**src/rtl/variable_chunk_ring_allocator_core_macros.svh**
```systemverilog
// ----------------------------------------------------------------------------
// Assertion macros for the chunk ring allocator
// Concurrent checks that drop out when SYNTHESIS is defined.
// ----------------------------------------------------------------------------
`ifndef VARIABLE_CHUNK_RING_ALLOCATOR_CORE_MACROS_SVH
`define VARIABLE_CHUNK_RING_ALLOCATOR_CORE_MACROS_SVH

`ifndef SYNTHESIS

// Antecedent implies consequent in the same cycle
`define VCRA_ASSERT_IMP(lbl, clk, rstn, ante, cons, msg) \
	lbl: assert property (@(posedge clk) disable iff (!rstn) (ante) |-> (cons)) \
		else $error(msg);

// Antecedent implies consequent in the next cycle
`define VCRA_ASSERT_NXT(lbl, clk, rstn, ante, cons, msg) \
	lbl: assert property (@(posedge clk) disable iff (!rstn) (ante) |=> (cons)) \
		else $error(msg);

// Expression never holds
`define VCRA_ASSERT_NEVER(lbl, clk, rstn, expr, msg) \
	lbl: assert property (@(posedge clk) disable iff (!rstn) !(expr)) \
		else $error(msg);

`else

`define VCRA_ASSERT_IMP(lbl, clk, rstn, ante, cons, msg)
`define VCRA_ASSERT_NXT(lbl, clk, rstn, ante, cons, msg)
`define VCRA_ASSERT_NEVER(lbl, clk, rstn, expr, msg)

`endif

`endif

```
**src/rtl/vcra_pkg.sv**
```systemverilog
// ----------------------------------------------------------------------------
// Chunk ring allocator package
// Ring geometry, header layout and the structs passed between modules.
// ----------------------------------------------------------------------------
package vcra_pkg;

	localparam int NUM_BLOCKS = 256;
	localparam int LINE_BYTES = 64;
	localparam int HEAD_BYTES = 8;

	localparam int IDX_W   = $clog2(NUM_BLOCKS);
	localparam int LEN_W   = IDX_W + 1;
	localparam int CUR_W   = 32;
	localparam int BYTES_W = 16;
	localparam int CMD_W   = 2;
	localparam int SCN_W   = LEN_W + 1;

	localparam int LINE_SH     = $clog2(LINE_BYTES);
	localparam int SUM_W       = BYTES_W + 1;
	localparam int NEED_W      = SUM_W - LINE_SH;
	localparam int HALF_BLOCKS = NUM_BLOCKS / 2;

	localparam int IN_BITS     = BYTES_W + CUR_W + LEN_W;
	localparam int IN_TDATA_W  = ((IN_BITS + 7) / 8) * 8;
	localparam int OUT_BITS    = CUR_W + IDX_W + BYTES_W + 2 * LEN_W;
	localparam int OUT_TDATA_W = ((OUT_BITS + 7) / 8) * 8;

	typedef logic [CMD_W-1:0]   cmd_t;
	typedef logic [1:0]         status_t;
	typedef logic [IDX_W-1:0]   idx_t;
	typedef logic [LEN_W-1:0]   len_t;
	typedef logic [CUR_W-1:0]   cur_t;
	typedef logic [BYTES_W-1:0] bytes_t;

	localparam cmd_t CMD_ALLOC     = 2'd0;
	localparam cmd_t CMD_COMMIT_WR = 2'd1;
	localparam cmd_t CMD_READ      = 2'd2;
	localparam cmd_t CMD_COMMIT_RD = 2'd3;

	localparam status_t ST_UNUSED  = 2'd0;
	localparam status_t ST_USED    = 2'd1;
	localparam status_t ST_INVALID = 2'd2;

	typedef struct packed {
		status_t status;
		len_t    blocks;
		bytes_t  bytes;
	} hdr_t;

	typedef struct packed {
		logic en;
		idx_t idx;
	} hdr_rd_t;

	typedef struct packed {
		logic en;
		idx_t idx;
		hdr_t data;
	} hdr_wr_t;

	typedef struct packed {
		cmd_t   cmd;
		bytes_t req_bytes;
		cur_t   chunk_cursor;
		len_t   chunk_len;
	} item_t;

	typedef struct packed {
		logic   ok;
		cur_t   out_cursor;
		idx_t   start_block;
		bytes_t payload_bytes;
		len_t   out_len;
		len_t   free_blocks;
	} res_t;

endpackage

```
**src/rtl/vcra_ctrl.sv**
```systemverilog
// ----------------------------------------------------------------------------
// Chunk ring allocator controller
// Command sequencer: header read-modify-write, cursors and result build.
// ----------------------------------------------------------------------------
`include "variable_chunk_ring_allocator_core_macros.svh"

module vcra_ctrl (
	input  logic              clk,
	input  logic              arst_n,
	input  logic              in_valid,
	output logic              in_ready,
	input  vcra_pkg::item_t   in_item,
	output logic              res_valid,
	input  logic              res_ready,
	output vcra_pkg::res_t    res,
	output vcra_pkg::hdr_rd_t hdr_rd,
	output vcra_pkg::hdr_wr_t hdr_wr,
	input  vcra_pkg::hdr_t    rd_hdr
);

	typedef enum logic [2:0] {
		IDLE,
		AL_CHK,
		CW_RD,
		CW_WR,
		CR_WR,
		SC_RD,
		SC_EV,
		DONE
	} state_t;

	state_t                      state_q;
	vcra_pkg::item_t             item_q;
	vcra_pkg::res_t              res_q;
	vcra_pkg::cur_t              wr_q;
	vcra_pkg::cur_t              rd_q;
	vcra_pkg::cur_t              pos_q;
	vcra_pkg::len_t              need_q;
	logic [vcra_pkg::SCN_W-1:0]  scanned_q;
	logic                        retry_q;

	logic [vcra_pkg::SUM_W-1:0]  sum_in;
	logic [vcra_pkg::NEED_W-1:0] need_in;
	logic                        need_fit;
	vcra_pkg::cur_t              room;
	logic                        no_space;
	vcra_pkg::idx_t              s_idx;
	vcra_pkg::idx_t              e_idx;
	logic                        contig;
	vcra_pkg::len_t              pad_len;
	vcra_pkg::idx_t              cur_idx;
	vcra_pkg::len_t              skip_len;
	logic [vcra_pkg::SCN_W-1:0]  scn_next;
	vcra_pkg::cur_t              used_cnt;
	vcra_pkg::len_t              free_cnt;

	always_comb begin
		sum_in   = vcra_pkg::SUM_W'(in_item.req_bytes)
			+ vcra_pkg::SUM_W'(vcra_pkg::HEAD_BYTES + vcra_pkg::LINE_BYTES - 1);
		need_in  = sum_in[vcra_pkg::SUM_W-1:vcra_pkg::LINE_SH];
		need_fit = (need_in != '0) && (need_in <= vcra_pkg::NEED_W'(vcra_pkg::HALF_BLOCKS));

		room     = wr_q + vcra_pkg::CUR_W'(need_q) - rd_q;
		no_space = room > vcra_pkg::CUR_W'(vcra_pkg::NUM_BLOCKS);
		s_idx    = wr_q[vcra_pkg::IDX_W-1:0];
		e_idx    = s_idx + need_q[vcra_pkg::IDX_W-1:0];
		contig   = (e_idx == '0) || (s_idx < e_idx);
		pad_len  = vcra_pkg::len_t'(vcra_pkg::NUM_BLOCKS) - vcra_pkg::len_t'(s_idx);
		cur_idx  = item_q.chunk_cursor[vcra_pkg::IDX_W-1:0];

		// padding skips by its length (at least one), any other code by one
		skip_len = ((rd_hdr.status == vcra_pkg::ST_INVALID) && (rd_hdr.blocks != '0))
			? rd_hdr.blocks : vcra_pkg::len_t'(1);
		scn_next = scanned_q + vcra_pkg::SCN_W'(skip_len);

		used_cnt = wr_q - rd_q;
		free_cnt = (used_cnt >= vcra_pkg::CUR_W'(vcra_pkg::NUM_BLOCKS)) ? '0
			: vcra_pkg::len_t'(vcra_pkg::NUM_BLOCKS) - used_cnt[vcra_pkg::LEN_W-1:0];

		hdr_rd = '0;
		hdr_wr = '0;
		case (state_q)
			AL_CHK: begin
				if (!no_space) begin
					hdr_wr.en  = 1'b1;
					hdr_wr.idx = s_idx;
					if (contig) begin
						hdr_wr.data.status = vcra_pkg::ST_UNUSED;
						hdr_wr.data.blocks = need_q;
						hdr_wr.data.bytes  = item_q.req_bytes;
					end else begin
						hdr_wr.data.status = vcra_pkg::ST_INVALID;
						hdr_wr.data.blocks = pad_len;
						hdr_wr.data.bytes  = '0;
					end
				end
			end
			CW_RD: begin
				hdr_rd.en  = 1'b1;
				hdr_rd.idx = cur_idx;
			end
			CW_WR: begin
				hdr_wr.en          = 1'b1;
				hdr_wr.idx         = cur_idx;
				hdr_wr.data.status = vcra_pkg::ST_USED;
				hdr_wr.data.blocks = rd_hdr.blocks;
				hdr_wr.data.bytes  = rd_hdr.bytes;
			end
			CR_WR: begin
				hdr_wr.en  = 1'b1;
				hdr_wr.idx = cur_idx;
			end
			SC_RD: begin
				hdr_rd.en  = 1'b1;
				hdr_rd.idx = pos_q[vcra_pkg::IDX_W-1:0];
			end
			default: begin
			end
		endcase

		res             = res_q;
		res.free_blocks = free_cnt;
	end

	assign in_ready  = (state_q == IDLE);
	assign res_valid = (state_q == DONE);

	always_ff @(posedge clk or negedge arst_n) begin
		if (!arst_n) begin
			state_q   <= IDLE;
			item_q    <= '0;
			res_q     <= '0;
			wr_q      <= '0;
			rd_q      <= '0;
			pos_q     <= '0;
			need_q    <= '0;
			scanned_q <= '0;
			retry_q   <= 1'b0;
		end else begin
			case (state_q)
				IDLE: begin
					if (in_valid) begin
						item_q    <= in_item;
						res_q     <= '0;
						retry_q   <= 1'b0;
						scanned_q <= '0;
						pos_q     <= rd_q;
						need_q    <= vcra_pkg::len_t'(need_in);
						case (in_item.cmd)
							vcra_pkg::CMD_ALLOC:     state_q <= need_fit ? AL_CHK : DONE;
							vcra_pkg::CMD_COMMIT_WR: state_q <= CW_RD;
							vcra_pkg::CMD_READ:      state_q <= SC_RD;
							vcra_pkg::CMD_COMMIT_RD: state_q <= CR_WR;
							default:                 state_q <= DONE;
						endcase
					end
				end
				AL_CHK: begin
					if (no_space) begin
						state_q <= DONE;
					end else if (contig) begin
						wr_q                <= wr_q + vcra_pkg::CUR_W'(need_q);
						res_q.ok            <= 1'b1;
						res_q.out_cursor    <= wr_q;
						res_q.start_block   <= s_idx;
						res_q.payload_bytes <= item_q.req_bytes;
						res_q.out_len       <= need_q;
						state_q             <= DONE;
					end else begin
						// padding written; retry once from the ring start
						wr_q    <= wr_q + vcra_pkg::CUR_W'(pad_len);
						retry_q <= 1'b1;
						if (retry_q) begin
							state_q <= DONE;
						end
					end
				end
				CW_RD: begin
					state_q <= CW_WR;
				end
				CW_WR: begin
					res_q.ok          <= 1'b1;
					res_q.out_cursor  <= item_q.chunk_cursor;
					res_q.start_block <= cur_idx;
					state_q           <= DONE;
				end
				CR_WR: begin
					rd_q              <= item_q.chunk_cursor + vcra_pkg::CUR_W'(item_q.chunk_len);
					res_q.ok          <= 1'b1;
					res_q.out_cursor  <= item_q.chunk_cursor;
					res_q.start_block <= cur_idx;
					state_q           <= DONE;
				end
				SC_RD: begin
					state_q <= SC_EV;
				end
				SC_EV: begin
					case (rd_hdr.status)
						vcra_pkg::ST_USED: begin
							if (rd_hdr.blocks != '0) begin
								res_q.ok            <= 1'b1;
								res_q.out_cursor    <= pos_q;
								res_q.start_block   <= pos_q[vcra_pkg::IDX_W-1:0];
								res_q.payload_bytes <= rd_hdr.bytes;
								res_q.out_len       <= rd_hdr.blocks;
							end
							state_q <= DONE;
						end
						vcra_pkg::ST_UNUSED: begin
							state_q <= DONE;
						end
						default: begin
							pos_q     <= pos_q + vcra_pkg::CUR_W'(skip_len);
							scanned_q <= scn_next;
							state_q   <= (scn_next < vcra_pkg::SCN_W'(vcra_pkg::NUM_BLOCKS))
								? SC_RD : DONE;
						end
					endcase
				end
				DONE: begin
					if (res_ready) begin
						state_q <= IDLE;
					end
				end
				default: begin
					state_q <= IDLE;
				end
			endcase
		end
	end

	`VCRA_ASSERT_NEVER(a_rd_wr_excl, clk, arst_n, hdr_rd.en && hdr_wr.en, "header read and write in one cycle")

	`VCRA_ASSERT_NEVER(a_idle_done_excl, clk, arst_n, in_ready && res_valid, "accepting while a result is pending")

	`VCRA_ASSERT_IMP(a_pad_len, clk, arst_n, hdr_wr.en && (hdr_wr.data.status == vcra_pkg::ST_INVALID), (vcra_pkg::len_t'(hdr_wr.idx) + hdr_wr.data.blocks) == vcra_pkg::len_t'(vcra_pkg::NUM_BLOCKS), "padding does not reach the ring end")

	`VCRA_ASSERT_IMP(a_alloc_len, clk, arst_n, res_valid && res.ok && (item_q.cmd == vcra_pkg::CMD_ALLOC), (res.out_len != '0) && (res.out_len <= vcra_pkg::len_t'(vcra_pkg::HALF_BLOCKS)), "granted chunk length out of range")

	`VCRA_ASSERT_NXT(a_pad_retry, clk, arst_n, hdr_wr.en && (hdr_wr.data.status == vcra_pkg::ST_INVALID), (state_q == AL_CHK) || (state_q == DONE), "padding write not followed by retry")

endmodule

```
**config.mk**
```make
export PLATFORM = sky130hd
export DESIGN_NAME = vcra_ctrl
export DESIGN_NICKNAME = d
export VERILOG_FILES = /design/src/rtl/vcra_pkg.sv /design/src/rtl/vcra_ctrl.sv
export VERILOG_INCLUDE_DIRS = /design/src /design/src/rtl
export SDC_FILE = /design/constraint.sdc
export NUM_CORES = 1
export LEC_CHECK = 0
export BUFFER_PORTS_ARGS = -buffer_cell sky130_fd_sc_hd__buf_2
export CAP_MARGIN = 5
export CORE_ASPECT_RATIO = 0.5
export CORE_MARGIN = 4
export CORE_UTILIZATION = 40
export CTS_CLUSTER_DIAMETER = 40
export DETAILED_ROUTE_END_ITERATION = 6
export PLACE_DENSITY = 0.58
export SLEW_MARGIN = 20
export SYNTH_ARGS = -nofsm -noshare
export SYNTH_HDL_FRONTEND = slang
export SYNTH_SLANG_ARGS = --single-unit
```
**constraint.sdc**
```tcl
create_clock -name clk -period 11.3 [get_ports clk]
set_input_delay 1.13 -clock clk [delete_from_list [all_inputs] [get_ports clk]]
set_output_delay 1.13 -clock clk [all_outputs]
set_load 0.05 [all_outputs]
```
==> results.tsv <==
metric	value	unit
Post CTS Setup Buffer Count	0	
Max Buffers Root-to-Sink	3	
total CTS buffers	37	
Post-DP Area	0.0213	mm^2
Setup-failing EPs final	0	
met3 Resource Use GR	6.59	%
routed vias/inst	6.07	
synthesized area	0.0199	mm^2
worst-path cell chain	inv_1 -> fa_1 -> nand2b_1 -> a21oi_1 -> o31a_1 -> o21ai_0 -> nand2b_1 -> a21o_1 -> nand2_1 -> nor3_1 -> xor2_1 -> ha_1 -> a21oi_1 -> o21ai_1 -> a2111oi_1 -> nand4_1 -> or4_1 -> nor4_2 -> nand3_1 -> or4_1 -> nor3_2 -> a22o_1 -> buf_2	
die width	323	um
Post-Layout Cell Count	3380	
Area Growth Syn to Fin	13.6	%
Std-Cell Rows	57	
first-pass GRT wire length	119	mm
critical path's largest stage delay	0.63	ns
Slew HR	25.0	%
clk_lat worst skew	0.55	ns
async set-reset flop share out of synthesis	100	%
RSZ-0062 raised after global routing	no	
grt total ovfl	0	
Initial DRC Count	2600	
Cells after Synth	2599	
commonest non-fill, non-tap cells in the layout	nand2_1, dfrtp_1, a21oi_1	
met1 Use GR	41.8	%
vias in the first global route	18900	
synthesized net count	2813	
Synth area leader	dfrtp_1	
core area	0.0489	mm^2
Design Area, Final	0.0226	mm^2
starting density of the core	40.7	%
largest net degree at the start of global routing	138	
Yosys warning total	0	
Final Net Count	2914	
DRC	0	
final slew viol count	0	
die height	166	um
Post-synth EDFFs	0	
synth unique cells	84	
Power Density	322	mW/mm^2
most common cell after layout, fill and taps aside	nand2_1	
GPL Wtd Cong	0.953	
CTS tree	done	
initial antenna violation count	4	
main area contributors after synthesis	dfrtp_1, nand2_1, ha_1, a21oi_1, o21ai_0	
HPWL Detailed	59.0	mm
Slew @ Worst Pin	1.12	ns
Final Hold Viols	0	
DIE AREA	0.0536	mm^2
Placed Cells	3310	
utilization after layout	46.3	%
register area share after synthesis	29.4	%
CP max FO	12	
peak supply drop	207	uV
first drt pass iteration count	6	
Leakage	10.4	nW
Worst Path Required	10.17	ns
Critical Path Source Type	register	
drt total wl	77.9	mm
Setup TNS	0	ns
Setup crit end kind	output pin	
dominant synthesized flop cell	dfrtp_1	
drt wl/cell	23.1	um
clock sink total	234	
Hold Path Sink	res[21]$_DFFE_PN0P_	
hold buffers post-CTS	0	
via count	20500	
Worst Hold Depth	1	
post-synth top area share	29.4	%
met2 Use GR	41.3	%
hold crit path type	register to register	
setup slack, reg-to-reg	3.32	ns
outcome	complete, no violations	
layer with the highest usage	met1	
Critical Path AT	7.98	ns
RR Endpoint	res[11]$_DFFE_PN0P_	
RR Startpoint	wr_q[1]$_DFFE_PN0P_	
HP Start	res[21]$_DFFE_PN0P_	
kind of critical path	register to output pin	
number of buffers added on ports	211	
number of H-tree levels	2	
fraction of layout cells with a size suffix above 1	12.5	%
Fmax	110	MHz
post-route clock period utilization	80.7	%
slowest stage cell, crit path	or4_1	
Yosys reg bits	234	
post_cts resized	0	
gr usage total	28.3	%
Synth Area per Inst	7.65	um^2
clk_skew	0.0302	ns
Detail Route Antenna Nets	0	
Final Critical Period	9.11	ns
Reg clk slew, reported paths	0.05	ns
FF-to-FF path depth	23	
Total Power	7.28	mW
maxcap violations	0	
CTS root buf	clkbuf_16	
I/O pins	212	
==> worst max path at each step <==
stage,startpoint,cells after the start,end,slack [ns]
4_1_cts,wr_q[1]$_DFFE_PN0P_,24,hdr_wr[28],2.10
6_report,wr_q[1]$_DFFE_PN0P_,23,hdr_wr[31],2.19
2_1_floorplan,wr_q[6]$_DFFE_PN0P_,21,hdr_wr[10],3.82
3_3_place_gp,wr_q[1]$_DFFE_PN0P_,24,hdr_wr[28],2.84
5_1_grt,wr_q[1]$_DFFE_PN0P_,24,hdr_wr[28],1.69
3_5_place_dp,wr_q[1]$_DFFE_PN0P_,24,hdr_wr[28],2.68
==> cell type report <==
type / instances / area [um^2]
antenna: 4 / 10.0
timing repair buffer: 241 / 1300
sequential: 234 / 5860
fill: 4872 / 26200
clock inverter: 22 / 250
tap: 649 / 812
inverter: 93 / 349
multi-input combinational: 2093 / 13000
clock buffer: 44 / 1000
==> metrics by stage <==
step                setup WS (ns)  hold WS, ns
floorplan                    3.82        0.441
global placement             2.84        0.464
detailed placement           2.68        0.469
CTS                          2.10        0.482
global route                 1.69        0.502
finish                       2.19        0.479
==> flip-flops by register name, summed over array words and instances (netlist names) <==
| signal | count |
|---|---|
| retry_q | 1 |
| need_q | 9 |
| pos_q | 32 |
| res | 58 |
| item_q | 49 |
| cur_idx | 8 |
| rd_q | 32 |
| scanned_q | 10 |
| wr_q | 32 |
| state_q | 3 |
==> kinds of logic after synthesis <==
family                     share of synthesized area, %
DFF                                                29.4
buffers and inverters                              5.40
muxes                                              2.56
AOI/OAI and AO/OA                                  24.7
and+or+nand+nor                                    23.8
xor gates and xnor gates                           6.08
adders and majority gates                          8.03
==> cells in the mapped netlist (all sizes together) (11+ instances only) <==
cell    number
and3        38
nand2      423
xor2        81
mux2i       16
and2        22
nor2b       16
o211ai      31
a31oi       15
nor2       164
nand4       35
dfrtp      234
ha         118
a222oi      26
a211o       35
clkbuf     151
o31ai       11
xnor2       57
or3         11
a21o        16
nor4        16
nor3       130
buf         28
o22ai       22
a21oi      217
nand2b      41
a211oi      16
inv         92
o21a        19
a22o        40
nand3       91
mux2        31
o21ai      212
==> per-layer routing <==
layer | vias up | part of all wire (%) | routed length (um)
met1 | 9902 | 45 | 35300
li1 | 9614 | - | -
met3 | 121 | 9.3 | 7240
met5 | - | 0 | 0
met2 | 882 | 43 | 33500
met4 | 0 | 2.4 | 1880
==> where the power goes <==
part / internal [mW] / leakage [nW] / switching [mW]
clock network: 0.715 / 0.612 / 0.456
logic: 1.49 / 6.80 / 3.09
registers: 1.14 / 3.02 / 0.394
==> critical path: cells and delay by family, from the launching register on <==
| family | cells | cell delay [ns] |
|---|---|---|
| XOR/XNOR | 1 | 0.15 |
| buffers and inverters | 2 | 0.47 |
| AND/OR/NAND/NOR | 10 | 3.25 |
| AO/OA/AOI/OAI | 8 | 2.05 |
| flip-flops | 1 | 0.61 |
| adder cells (fa/ha/maj) | 2 | 0.92 |
No activity file was read; power rests on OpenSTA's default activity.
